File: src/rtl/slotted_page_tuple_store_core_assert.svh
// Assertion macros shared by the tuple store RTL.
// Included by the modules that carry concurrent checks; needs nothing else.
`ifndef SLOTTED_PAGE_TUPLE_STORE_CORE_ASSERT_SVH
`define SLOTTED_PAGE_TUPLE_STORE_CORE_ASSERT_SVH

// Property must hold at every edge out of reset.
`define SPTS_ASSERT(label, clk, rst_n, prop, msg) \
  label: assert property (@(posedge clk) disable iff (!rst_n) (prop)) else $error(msg);

// Condition must never be seen out of reset.
`define SPTS_ASSERT_NEVER(label, clk, rst_n, cond, msg) \
  label: assert property (@(posedge clk) disable iff (!rst_n) !(cond)) else $error(msg);

`endif

File: src/rtl/spts_pkg.sv
// Shared constants, codes and types of the slotted page tuple store.
// No dependencies; compiled first.
package spts_pkg;

  localparam int PAGE_BYTES      = 4096;
  localparam int MAX_TUPLE_BYTES = 1024;
  localparam int MAX_SLOTS       = 1024;
  localparam int HDR_COUNT       = 8;
  localparam int HDR_FREE        = 10;
  localparam int SLOT_BASE       = 12;
  localparam int SLOT_SIZE       = 4;
  localparam int SLOT_SH         = $clog2(SLOT_SIZE);

  // derived widths
  localparam int PAW = $clog2(PAGE_BYTES);
  localparam int POW = PAW + 1;
  localparam int SIW = $clog2(MAX_SLOTS);
  localparam int SCW = SIW + 1;
  localparam int TLW = $clog2(MAX_TUPLE_BYTES) + 1;

  // transaction field widths
  localparam int OP_W   = 3;
  localparam int SLOT_W = 10;
  localparam int LEN_W  = 12;
  localparam int BYTE_W = 8;
  localparam int ADDR_W = 12;
  localparam int ST_W   = 2;
  localparam int TOFF_W = 13;
  localparam int TLEN_W = 12;
  localparam int FREE_W = 13;
  localparam int CNT_W  = 10;

  typedef enum logic [OP_W-1:0] {
    OP_INSERT = 3'd0,
    OP_UPDATE = 3'd1,
    OP_BYTE   = 3'd2,
    OP_GET    = 3'd3,
    OP_REMOVE = 3'd4,
    OP_READ   = 3'd5,
    OP_FREE   = 3'd6,
    OP_NONE   = 3'd7
  } op_e;

  typedef enum logic [ST_W-1:0] {
    ST_OK       = 2'd0,
    ST_BAD_LEN  = 2'd1,
    ST_NO_SPACE = 2'd2,
    ST_NO_SLOT  = 2'd3
  } status_e;

  typedef struct packed {
    op_e               op;
    logic [SLOT_W-1:0] slot;
    logic [LEN_W-1:0]  length;
    logic              len_bad;
    logic [BYTE_W-1:0] data_byte;
    logic [ADDR_W-1:0] address;
  } cmd_t;

  typedef struct packed {
    logic valid;
    cmd_t cmd;
  } queue_head_t;

  typedef struct packed {
    logic pop;
    logic clearing;
  } back_stat_t;

  typedef struct packed {
    logic [POW-1:0] off;
    logic [TLW-1:0] len;
  } slot_t;

endpackage

File: src/rtl/spts_if.sv
// Valid/ready channel interfaces for request and result transactions.
// Depends on spts_pkg for field widths.
interface spts_req_if;
  import spts_pkg::*;
  logic              valid;
  logic              ready;
  logic [OP_W-1:0]   op;
  logic [SLOT_W-1:0] slot;
  logic [LEN_W-1:0]  length;
  logic [BYTE_W-1:0] data_byte;
  logic [ADDR_W-1:0] address;
  modport source (output valid, op, slot, length, data_byte, address, input ready);
  modport sink   (input valid, op, slot, length, data_byte, address, output ready);
endinterface


File: src/rtl/spts_front.sv
// Front end: accepts request transactions, classifies them and queues commands.
// Depends on spts_pkg and spts_if.
module spts_front (
  input  logic                     clk_i,
  input  logic                     rst_ni,
  spts_req_if.sink                 in_i,
  input  spts_pkg::back_stat_t     stat_i,
  output spts_pkg::queue_head_t    head_o
);
  import spts_pkg::*;

  localparam int QD  = 2;
  localparam int QAW = $clog2(QD);

  cmd_t            mem_q [QD];
  logic [QAW-1:0]  wr_q, rd_q;
  logic [QAW:0]    cnt_q;
  logic            push, pop;
  cmd_t            entry;

  assign in_i.ready = (cnt_q != (QAW+1)'(QD)) && !stat_i.clearing;

  always_comb begin
    entry.op        = op_e'(in_i.op);
    entry.slot      = in_i.slot;
    entry.length    = in_i.length;
    entry.len_bad   = (in_i.length == '0) || (32'(in_i.length) > MAX_TUPLE_BYTES);
    entry.data_byte = in_i.data_byte;
    entry.address   = in_i.address;
  end

  // unused op code is dropped here and never reaches the back end
  assign push = in_i.valid && in_i.ready && (entry.op != OP_NONE);
  assign pop  = stat_i.pop && (cnt_q != '0);

  always_ff @(posedge clk_i) begin
    if (push) begin
      mem_q[wr_q] <= entry;
    end
  end

  always_ff @(posedge clk_i or negedge rst_ni) begin
    if (!rst_ni) begin
      wr_q  <= '0;
      rd_q  <= '0;
      cnt_q <= '0;
    end else begin
      if (push) wr_q <= wr_q + 1'b1;
      if (pop)  rd_q <= rd_q + 1'b1;
      cnt_q <= cnt_q + (QAW+1)'(push) - (QAW+1)'(pop);
    end
  end

  assign head_o.valid = (cnt_q != '0);
  assign head_o.cmd   = mem_q[rd_q];
endmodule

File: src/flat_wrapper.sv
// flat-port wrapper written by rule: the top's interface ports become plain ports
module spts_front_flat import spts_pkg::*;
  (clk_i, rst_ni, stat_i, head_o, in_i_valid, in_i_op, in_i_slot, in_i_length, in_i_data_byte, in_i_address, in_i_ready);
  spts_req_if in_i_i ();
  input  logic clk_i;
  input  logic rst_ni;
  input  spts_pkg::back_stat_t stat_i;
  output spts_pkg::queue_head_t head_o;
  input wire logic [$bits(in_i_i.valid)-1:0] in_i_valid;
  input wire logic [$bits(in_i_i.op)-1:0] in_i_op;
  input wire logic [$bits(in_i_i.slot)-1:0] in_i_slot;
  input wire logic [$bits(in_i_i.length)-1:0] in_i_length;
  input wire logic [$bits(in_i_i.data_byte)-1:0] in_i_data_byte;
  input wire logic [$bits(in_i_i.address)-1:0] in_i_address;
  output wire logic [$bits(in_i_i.ready)-1:0] in_i_ready;
  assign in_i_i.valid = in_i_valid;
  assign in_i_i.op = in_i_op;
  assign in_i_i.slot = in_i_slot;
  assign in_i_i.length = in_i_length;
  assign in_i_i.data_byte = in_i_data_byte;
  assign in_i_i.address = in_i_address;
  assign in_i_ready = in_i_i.ready;
  spts_front u_core (.clk_i(clk_i), .rst_ni(rst_ni), .in_i(in_i_i), .stat_i(stat_i), .head_o(head_o));
endmodule
File: config.mk
export PLATFORM = sky130hd
export DESIGN_NAME = spts_front_flat
export DESIGN_NICKNAME = d
export VERILOG_FILES = /design/src/rtl/slotted_page_tuple_store_core_assert.svh /design/src/rtl/spts_pkg.sv /design/src/rtl/spts_if.sv /design/src/rtl/spts_front.sv /design/src/flat_wrapper.sv
export SDC_FILE = /design/constraint.sdc
export NUM_CORES = 1
export LEC_CHECK = 0
export BUFFER_PORTS_ARGS = -buffer_cell sky130_fd_sc_hd__buf_4
export CELL_PAD_IN_SITES_DETAIL_PLACEMENT = 0
export CELL_PAD_IN_SITES_GLOBAL_PLACEMENT = 1
export CORE_MARGIN = 1.5
export CORE_UTILIZATION = 41
export CTS_BUF_LIST = sky130_fd_sc_hd__clkbuf_4 sky130_fd_sc_hd__clkbuf_8
export CTS_CLUSTER_DIAMETER = 80
export DETAILED_ROUTE_END_ITERATION = 10
export PLACE_DENSITY = 0.81
export SLEW_MARGIN = 20
export SYNTH_ARGS = -nofsm -noshare
export SYNTH_HDL_FRONTEND = slang
export SYNTH_SLANG_ARGS = --single-unit
export TNS_END_PERCENT = 30
File: constraint.sdc
create_clock -name clk_i -period 3.2 [get_ports clk_i]
set_input_delay 0.32 -clock clk_i [delete_from_list [all_inputs] [get_ports clk_i]]
set_output_delay 0.32 -clock clk_i [all_outputs]
set_load 0.1 [all_outputs]
==> impl_metrics.csv, run 1 <==
group,metric,value,unit
synth,yosys.area.top_type_share,73.97,%
critical_path,endpoint_kind,"primary output",
final_layout,multiInputGateArea,819.5,um2
final_layout,diodes,0,
grt,gr-usage-met3,2.624,%
synth,ys.flop_type,"edfxtp_1",
critical_path,required,2.88,ns
grt,grt_pass1_vias,1824,
sta,max_slew_margin,54.03,%
sta,max_freq,436.9,MHz
drt,finalWirelength,6028,um
placed_design,dpl.hpwl,4108,um
critical_path,cp.arrival,1.97,ns
grt,met1_usage,16.11,%
placed_design,portBuffers,97,
grt,overflow,0,
sta,setup_tns,0,ns
final_layout,area_delta_synth_final,29.55,%
floorplanning,start_util,42.62,%
sta,tightest_slew,0.6880,ns
synth,synth_top_family_by_area,"multiplexers",
drt,num_vias,1823,
critical_path,slowest_delay,0.70,ns
critical_path,cp_top_family,"flip-flops",
synth,muxShareOfSynthArea,16.88,%
synth,yosys.area_share.simple,2.613,%
final_layout,seqCellArea,2864,um2
drt,via_per_inst,4.674,
floorplanning,fp.dieH,98.44,um
clock_tree,cts_tree,"built",
clock_tree,htreeDepth,3,
hold_path,hold_class,"input pin to register",
floorplanning,core-area,8763,um2
grt,grt-busiest-layer,"met2",
synth,synth_compound_area_share,0.6030,%
sta,fin_worst_skew,0.007780,ns
placed_design,place_congestion,0.6328,
synth,avgSynthCellArea,21.97,um2
synth,synthAdderAreaFrac,0.6700,%
sta,rsz0062_at_grt,"no",
run_status,status,"finished clean",
synth,yosys_warnings,0,
synth,synth.distinct_cells,22,
sta,fin_crit,2.289,ns
final_layout,n_fill_cell,709,
drt,final_antenna_net_count,0,
synth,synth_area,3735,um2
drt,drt_iter0_drc,80,
synth,ys_top_cells_by_area,"edfxtp_1 74%, mux2_4 12%, mux2_2 4.8%",
sta,slew_viol_final,0,
sta,timing.final.crit_share,71.52,%
synth,synthArstFlopShare,4.167,%
synth,ys_seq_area_share,76.65,%
final_layout,final_area,4838,um2
placed_design,place_area,4618,um2
critical_path,crit_buf_inv,2,
sta,hold_viol,0,
floorplanning,die_w,98.44,um
grt,grtUsageMet2,20.55,%
synth,postSynthCellCount,170,
floorplanning,die_area,9690,um2
floorplanning,io_pins,98,
drt,drc_errors,0,
clock_tree,clock_latency,0.34,ns
clock_tree,clk_pin_slew,0.09,ns
clock_tree,clock_path_buffers,2,
critical_path,critPathSlowestCell,"dfrtp_2",
synth,synth_common_cells,"92 x edfxtp_1, 30 x mux2_4, 16 x mux2_2",
synth,yosysTopAreaCell,"edfxtp_1",
critical_path,start_kind,"register",
final_layout,fin_nets,329,
critical_path,crit_type,"register to primary output",
sta,hold-worst-slack,0.1524,ns
sta,setup_viol,0,
grt,grt_first_pass_wirelength,9211,um
grt,grt_max_degree,30,
critical_path,crit_path_max_fanout,29,
synth,yosysMostFrequentCell,"edfxtp_1",
drt,first_pass_iters,4,
clock_tree,cts_root_buf,"clkbuf_8",
synth,synth-xor-area-share,0.9380,%
drt,wl_per_cell,15.46,um
clock_tree,cts_made_buffers,9,
clock_tree,cts_sinks,96,
synth,synth_edf_count,92,
grt,antenna_found_initial,0,
synth,syn_nets,222,
synth,synth_seq_cells,96,
final_layout,drive_gt1_share,58.51,%
floorplanning,num_rows,34,
grt,grt_use_total,12.50,%
job,drv_cap,0,
critical_path,cp_cell_sequence,"buf_12 > mux2_2 > buf_4",
[area by class of cell]
class / instances / area share, %
inverter: 3 / 0.2327
clock inverter: 7 / 1.784
timing repair buffer: 101 / 16.50
multi-input combinational: 66 / 16.94
sequential: 96 / 59.19
clock buffer: 9 / 2.560
tap: 108 / 2.793
[final timing paths]
| path | start | end | slack [ns] | cells after the start |
|---|---|---|---|---|
| setup / recovery | u_core.rd_q | head_o[41] | 0.91 | 3 |
| hold / removal | in_i_address[11] | u_core.mem_q[1][11] | 0.15 | 1 |
| setup reg to reg | u_core.cnt_q[1] | u_core.mem_q[1][31] | 1.26 | 5 |
| hold reg to reg | u_core.cnt_q[1] | u_core.cnt_q[1] | 0.54 | 1 |
| max in group asynchronous | rst_ni | u_core.rd_q | 2.79 | 2 |
| min in group asynchronous | rst_ni | u_core.wr_q | 0.29 | 2 |
[registers in the layout (all words and copies together), names as in the netlist]
register      flops
u_core.rd_q       1
u_core.wr_q       1
u_core.mem_q     92
u_core.cnt_q      2
[worst reg2reg max path, delay by kind of cell (launching register included)]
kind / cells / cell delay [ns]
buffers and inverters: 2 / 0.40
flip-flops: 1 / 0.42
AND/OR/NAND/NOR: 3 / 0.81
[per-layer routing]
| metal | vias to the layer above | wire length (um) |
|---|---|---|
| met1 | 875 | 2528 |
| li1 | 877 | - |
| met5 | - | 0 |
| met2 | 61 | 3022 |
| met3 | 10 | 368 |
| met4 | 0 | 108 |
[metrics by stage]
stage | instances | util, % | worst slack, ns
global route | 390 | 55.21 | 0.8280
CTS | 390 | 55.21 | 0.8756
global placement | 373 | 52.70 | 1.212
finish | 390 | 55.21 | 0.9112
detailed placement | 373 | 52.70 | 1.201
floorplan | 170 | - | 0.1686
[cell families after synthesis]
logic type      count (synthesis)
flops                          96
mux                            46
simple gates                   11
buf+inv                         8
xor+xnor                        4
compound gates                  3
fa+ha+maj                       2
[cells in the final DEF, fill, tap and decap left out, drive strengths merged, types with 2 or more instances in the layout]
cell      count
dfrtp         4
xnor2         3
bufinv        2
nor4          2
ha            2
clkinvlp      2
clkinv        3
clkbuf        9
nor2          2
inv           3
and2          2
edfxtp       92
buf         100
mux2         46
[timing repair]
action / 4_1_cts / 5_1_grt
buffers inserted: 0 / 0
gates resized for setup: 0 / 0
endpoints found under the hold margin: 4 / 0
hold buffers: 1 / 0
Power of run 1 is not shown: default switching activity piles up to over one toggle a cycle in this logic, so the estimate is an artifact.
==> run 2: changes to the inputs <==
--- a/config.mk
+++ b/config.mk
@@ -5,15 +5,16 @@
 export SDC_FILE = /design/constraint.sdc
 export NUM_CORES = 1
 export LEC_CHECK = 0
+export ABC_AREA = 1
 export BUFFER_PORTS_ARGS = -buffer_cell sky130_fd_sc_hd__buf_4
 export CELL_PAD_IN_SITES_DETAIL_PLACEMENT = 0
 export CELL_PAD_IN_SITES_GLOBAL_PLACEMENT = 1
 export CORE_MARGIN = 1.5
-export CORE_UTILIZATION = 41
+export CORE_UTILIZATION = 39
 export CTS_BUF_LIST = sky130_fd_sc_hd__clkbuf_4 sky130_fd_sc_hd__clkbuf_8
 export CTS_CLUSTER_DIAMETER = 80
 export DETAILED_ROUTE_END_ITERATION = 10
-export PLACE_DENSITY = 0.81
+export PLACE_DENSITY = 0.82
 export SLEW_MARGIN = 20
 export SYNTH_ARGS = -nofsm -noshare
 export SYNTH_HDL_FRONTEND = slang
==> constraint.sdc (replaced) <==
create_clock -name clk_i -period 1.9 [get_ports clk_i]
set_input_delay 0.19 -clock clk_i [delete_from_list [all_inputs] [get_ports clk_i]]
set_output_delay 0.19 -clock clk_i [all_outputs]
set_load 0.1 [all_outputs]
==> run 2 against run 1 <==
  * Clock skew increased by 0.0014 ns
  * Critical path depth increased by 2
  * Die area increased by 3.7%
  * Area after synthesis decreased by 1.3%
  * Core utilization decreased by 2.0 points
  * Synthesized cell count increased by 68%
  * Hold slack got worse by 0.13 ns
  * First-iteration DRC count decreased by 11%
  * Sequential share of layout area decreased by 0.67 points
  * Global-route usage increased by 2.1 points
  * Wire length increased by 13%
==> impl_metrics.csv, run 2 <==
group,metric,value,unit
grt,grt_pass1_vias,2355,
drt,first_pass_iters,4,
job,drv_cap,0,
drt,via_per_inst,4.512,
final_layout,final_common_cell,"nand2_1",
synth,syn_nets,337,
critical_path,endpoint_kind,"primary output",
critical_path,start_kind,"register",
run_status,status,"finished clean",
final_layout,top_register,"u_core.mem_q",
synth,yosysTopAreaCell,"edfxtp_1",
synth,yosys.area.top_type_share,74.92,%
synth,synth_common_cells,"149 x nand2_1, 92 x edfxtp_1, 10 x nor2_1",
sta,hold_viol,0,
final_layout,fin_nets,454,
hold_path,hold_class,"input pin to register",
drt,final_antenna_net_count,0,
clock_tree,cts_setup_buffers,0,
critical_path,crit_path_max_fanout,25,
clock_tree,clk_pin_slew,0.09,ns
synth,synth.distinct_cells,17,
synth,ys_top_cells_by_area,"edfxtp_1 75%, nand2_1 15%, dfrtp_1 2.7%",
grt,antenna_found_initial,0,
final_layout,n_fill_cell,784,
synth,avgSynthCellArea,12.94,um2
sta,rsz0062_at_grt,"no",
floorplanning,fp.dieH,100.2,um
final_layout,diodes,0,
sta,worst_slack,0.1383,ns
final_layout,utilization,53.21,%
placed_design,place_congestion,0.7332,
final_layout,top_regs,"u_core.mem_q x92, u_core.cnt_q x2",
synth,yosys_warnings,0,
clock_tree,htreeDepth,3,
sta,tightest_slew,0.2937,ns
clock_tree,cts_resized,0,
final_layout,area_delta_synth_final,32.71,%
grt,grt_max_degree,26,
synth,synth_edf_count,92,
clock_tree,clock_latency,0.35,ns
synth,synth_area,3687,um2
placed_design,dpl.hpwl,4591,um
sta,setup_viol,0,
synth,ys_seq_area_share,77.64,%
floorplanning,core-area,9196,um2
synth,postSynthCellCount,285,
drt,drt_iter0_drc,71,
grt,grt_first_pass_wirelength,10870,um
sta,fin_worst_skew,0.009222,ns
drt,num_vias,2337,
critical_path,crit_type,"register to primary output",
sta,fin_crit,1.762,ns
drt,finalWirelength,6783,um
critical_path,required,1.71,ns
sta,max_slew_margin,80.39,%
synth,synthArstFlopShare,4.167,%
sta,slew_viol_final,0,
grt,overflow,0,
synth,synth_seq_cells,96,
floorplanning,io_pins,98,
clock_tree,ctsHoldBuffers,10,
final_layout,mostFrequentLayoutCells,"149 x nand2_1, 102 x buf_4, 92 x edfxtp_1",
clock_tree,clock_path_buffers,2,
clock_tree,cts_made_buffers,9,
placed_design,portBuffers,97,
drt,drc_errors,0,
clock_tree,cts_root_buf,"clkbuf_8",
grt,grt_use_total,14.56,%
floorplanning,die_area,10050,um2
floorplanning,start_util,40.10,%
clock_tree,cts_tree,"built",
sta,timing.final.crit_share,92.72,%
critical_path,cp.arrival,1.57,ns
final_layout,drive_gt1_share,31.45,%
synth,ys.flop_type,"edfxtp_1",
final_layout,largest_reg_flops,92,
floorplanning,die_w,100.2,um
sta,hold-worst-slack,0.02316,ns
clock_tree,cts_sinks,96,
drt,wl_per_cell,13.09,um
floorplanning,num_rows,35,
placed_design,dp_slack,0.2798,ns
sta,max_freq,567.6,MHz
synth,yosysMostFrequentCell,"nand2_1",
[run 2: per-layer routing]
metal,track usage (%),vias up,part of all wire [%]
li1,-,1176,-
met3,3.969,10,6.4
met2,24.80,65,50
met4,6.501,0,1.5
met5,0,-,0
met1,17.31,1086,43
[run 2: layout make-up]
class                           count  area (um2)  area share, %
Inverter                            9       33.78         0.6904
Clock inverter                      6       83.83          1.713
Timing Repair Buffer              116       935.9          19.13
Multi-Input combinational cell    170       705.7          14.42
Clock buffer                       10       131.4          2.685
Sequential cell                    96        2864          58.53
Tap cell                          111       138.9          2.838
[run 2: critical path, cell delays in order, from the launching register on]
cell and delay [ns]:
dfrtp_2 0.42, inv_2 0.06, buf_4 0.26, nand2_1 0.08, nand2_1 0.10, buf_4 0.30
[run 2: kinds of logic (layout without fill, tap and decap cells)]
logic type | after synthesis | in the layout | share of synthesized area (%)
AND/OR/NAND/NOR | 163 | 163 | 16.76
XOR/XNOR | 3 | 3 | 0.7127
adder cells (fa/ha/maj) | 2 | 2 | 0.6785
buffers and inverters | 19 | 141 | 3.766
flip-flops | 96 | 96 | 77.64
AO/OA/AOI/OAI | 2 | 2 | 0.4412
[run 2: through the flow]
stage	setup TNS (ns)	instance area, um2	cells
finish	0	4893	518
global route	0	4893	518
CTS	0	4883	517
detailed placement	0	4568	491
global placement	0	4568	491
floorplan	-28.10	3707	285
[run 2: path summary, 6_finish.rpt]
kind,start,endpoint,slack (ns),cells past startpoint
max reg2reg,u_core.cnt_q[1],u_core.cnt_q[1],0.28,9
min,in_i_address[3],u_core.mem_q[0][3],0.02,1
min reg2reg,u_core.wr_q,u_core.wr_q,0.48,2
max in group asynchronous,rst_ni,u_core.rd_q,1.62,2
min in group asynchronous,rst_ni,u_core.cnt_q[1],0.17,2
max,u_core.rd_q,head_o[39],0.14,5
Power of run 2 is left out for the same reason.
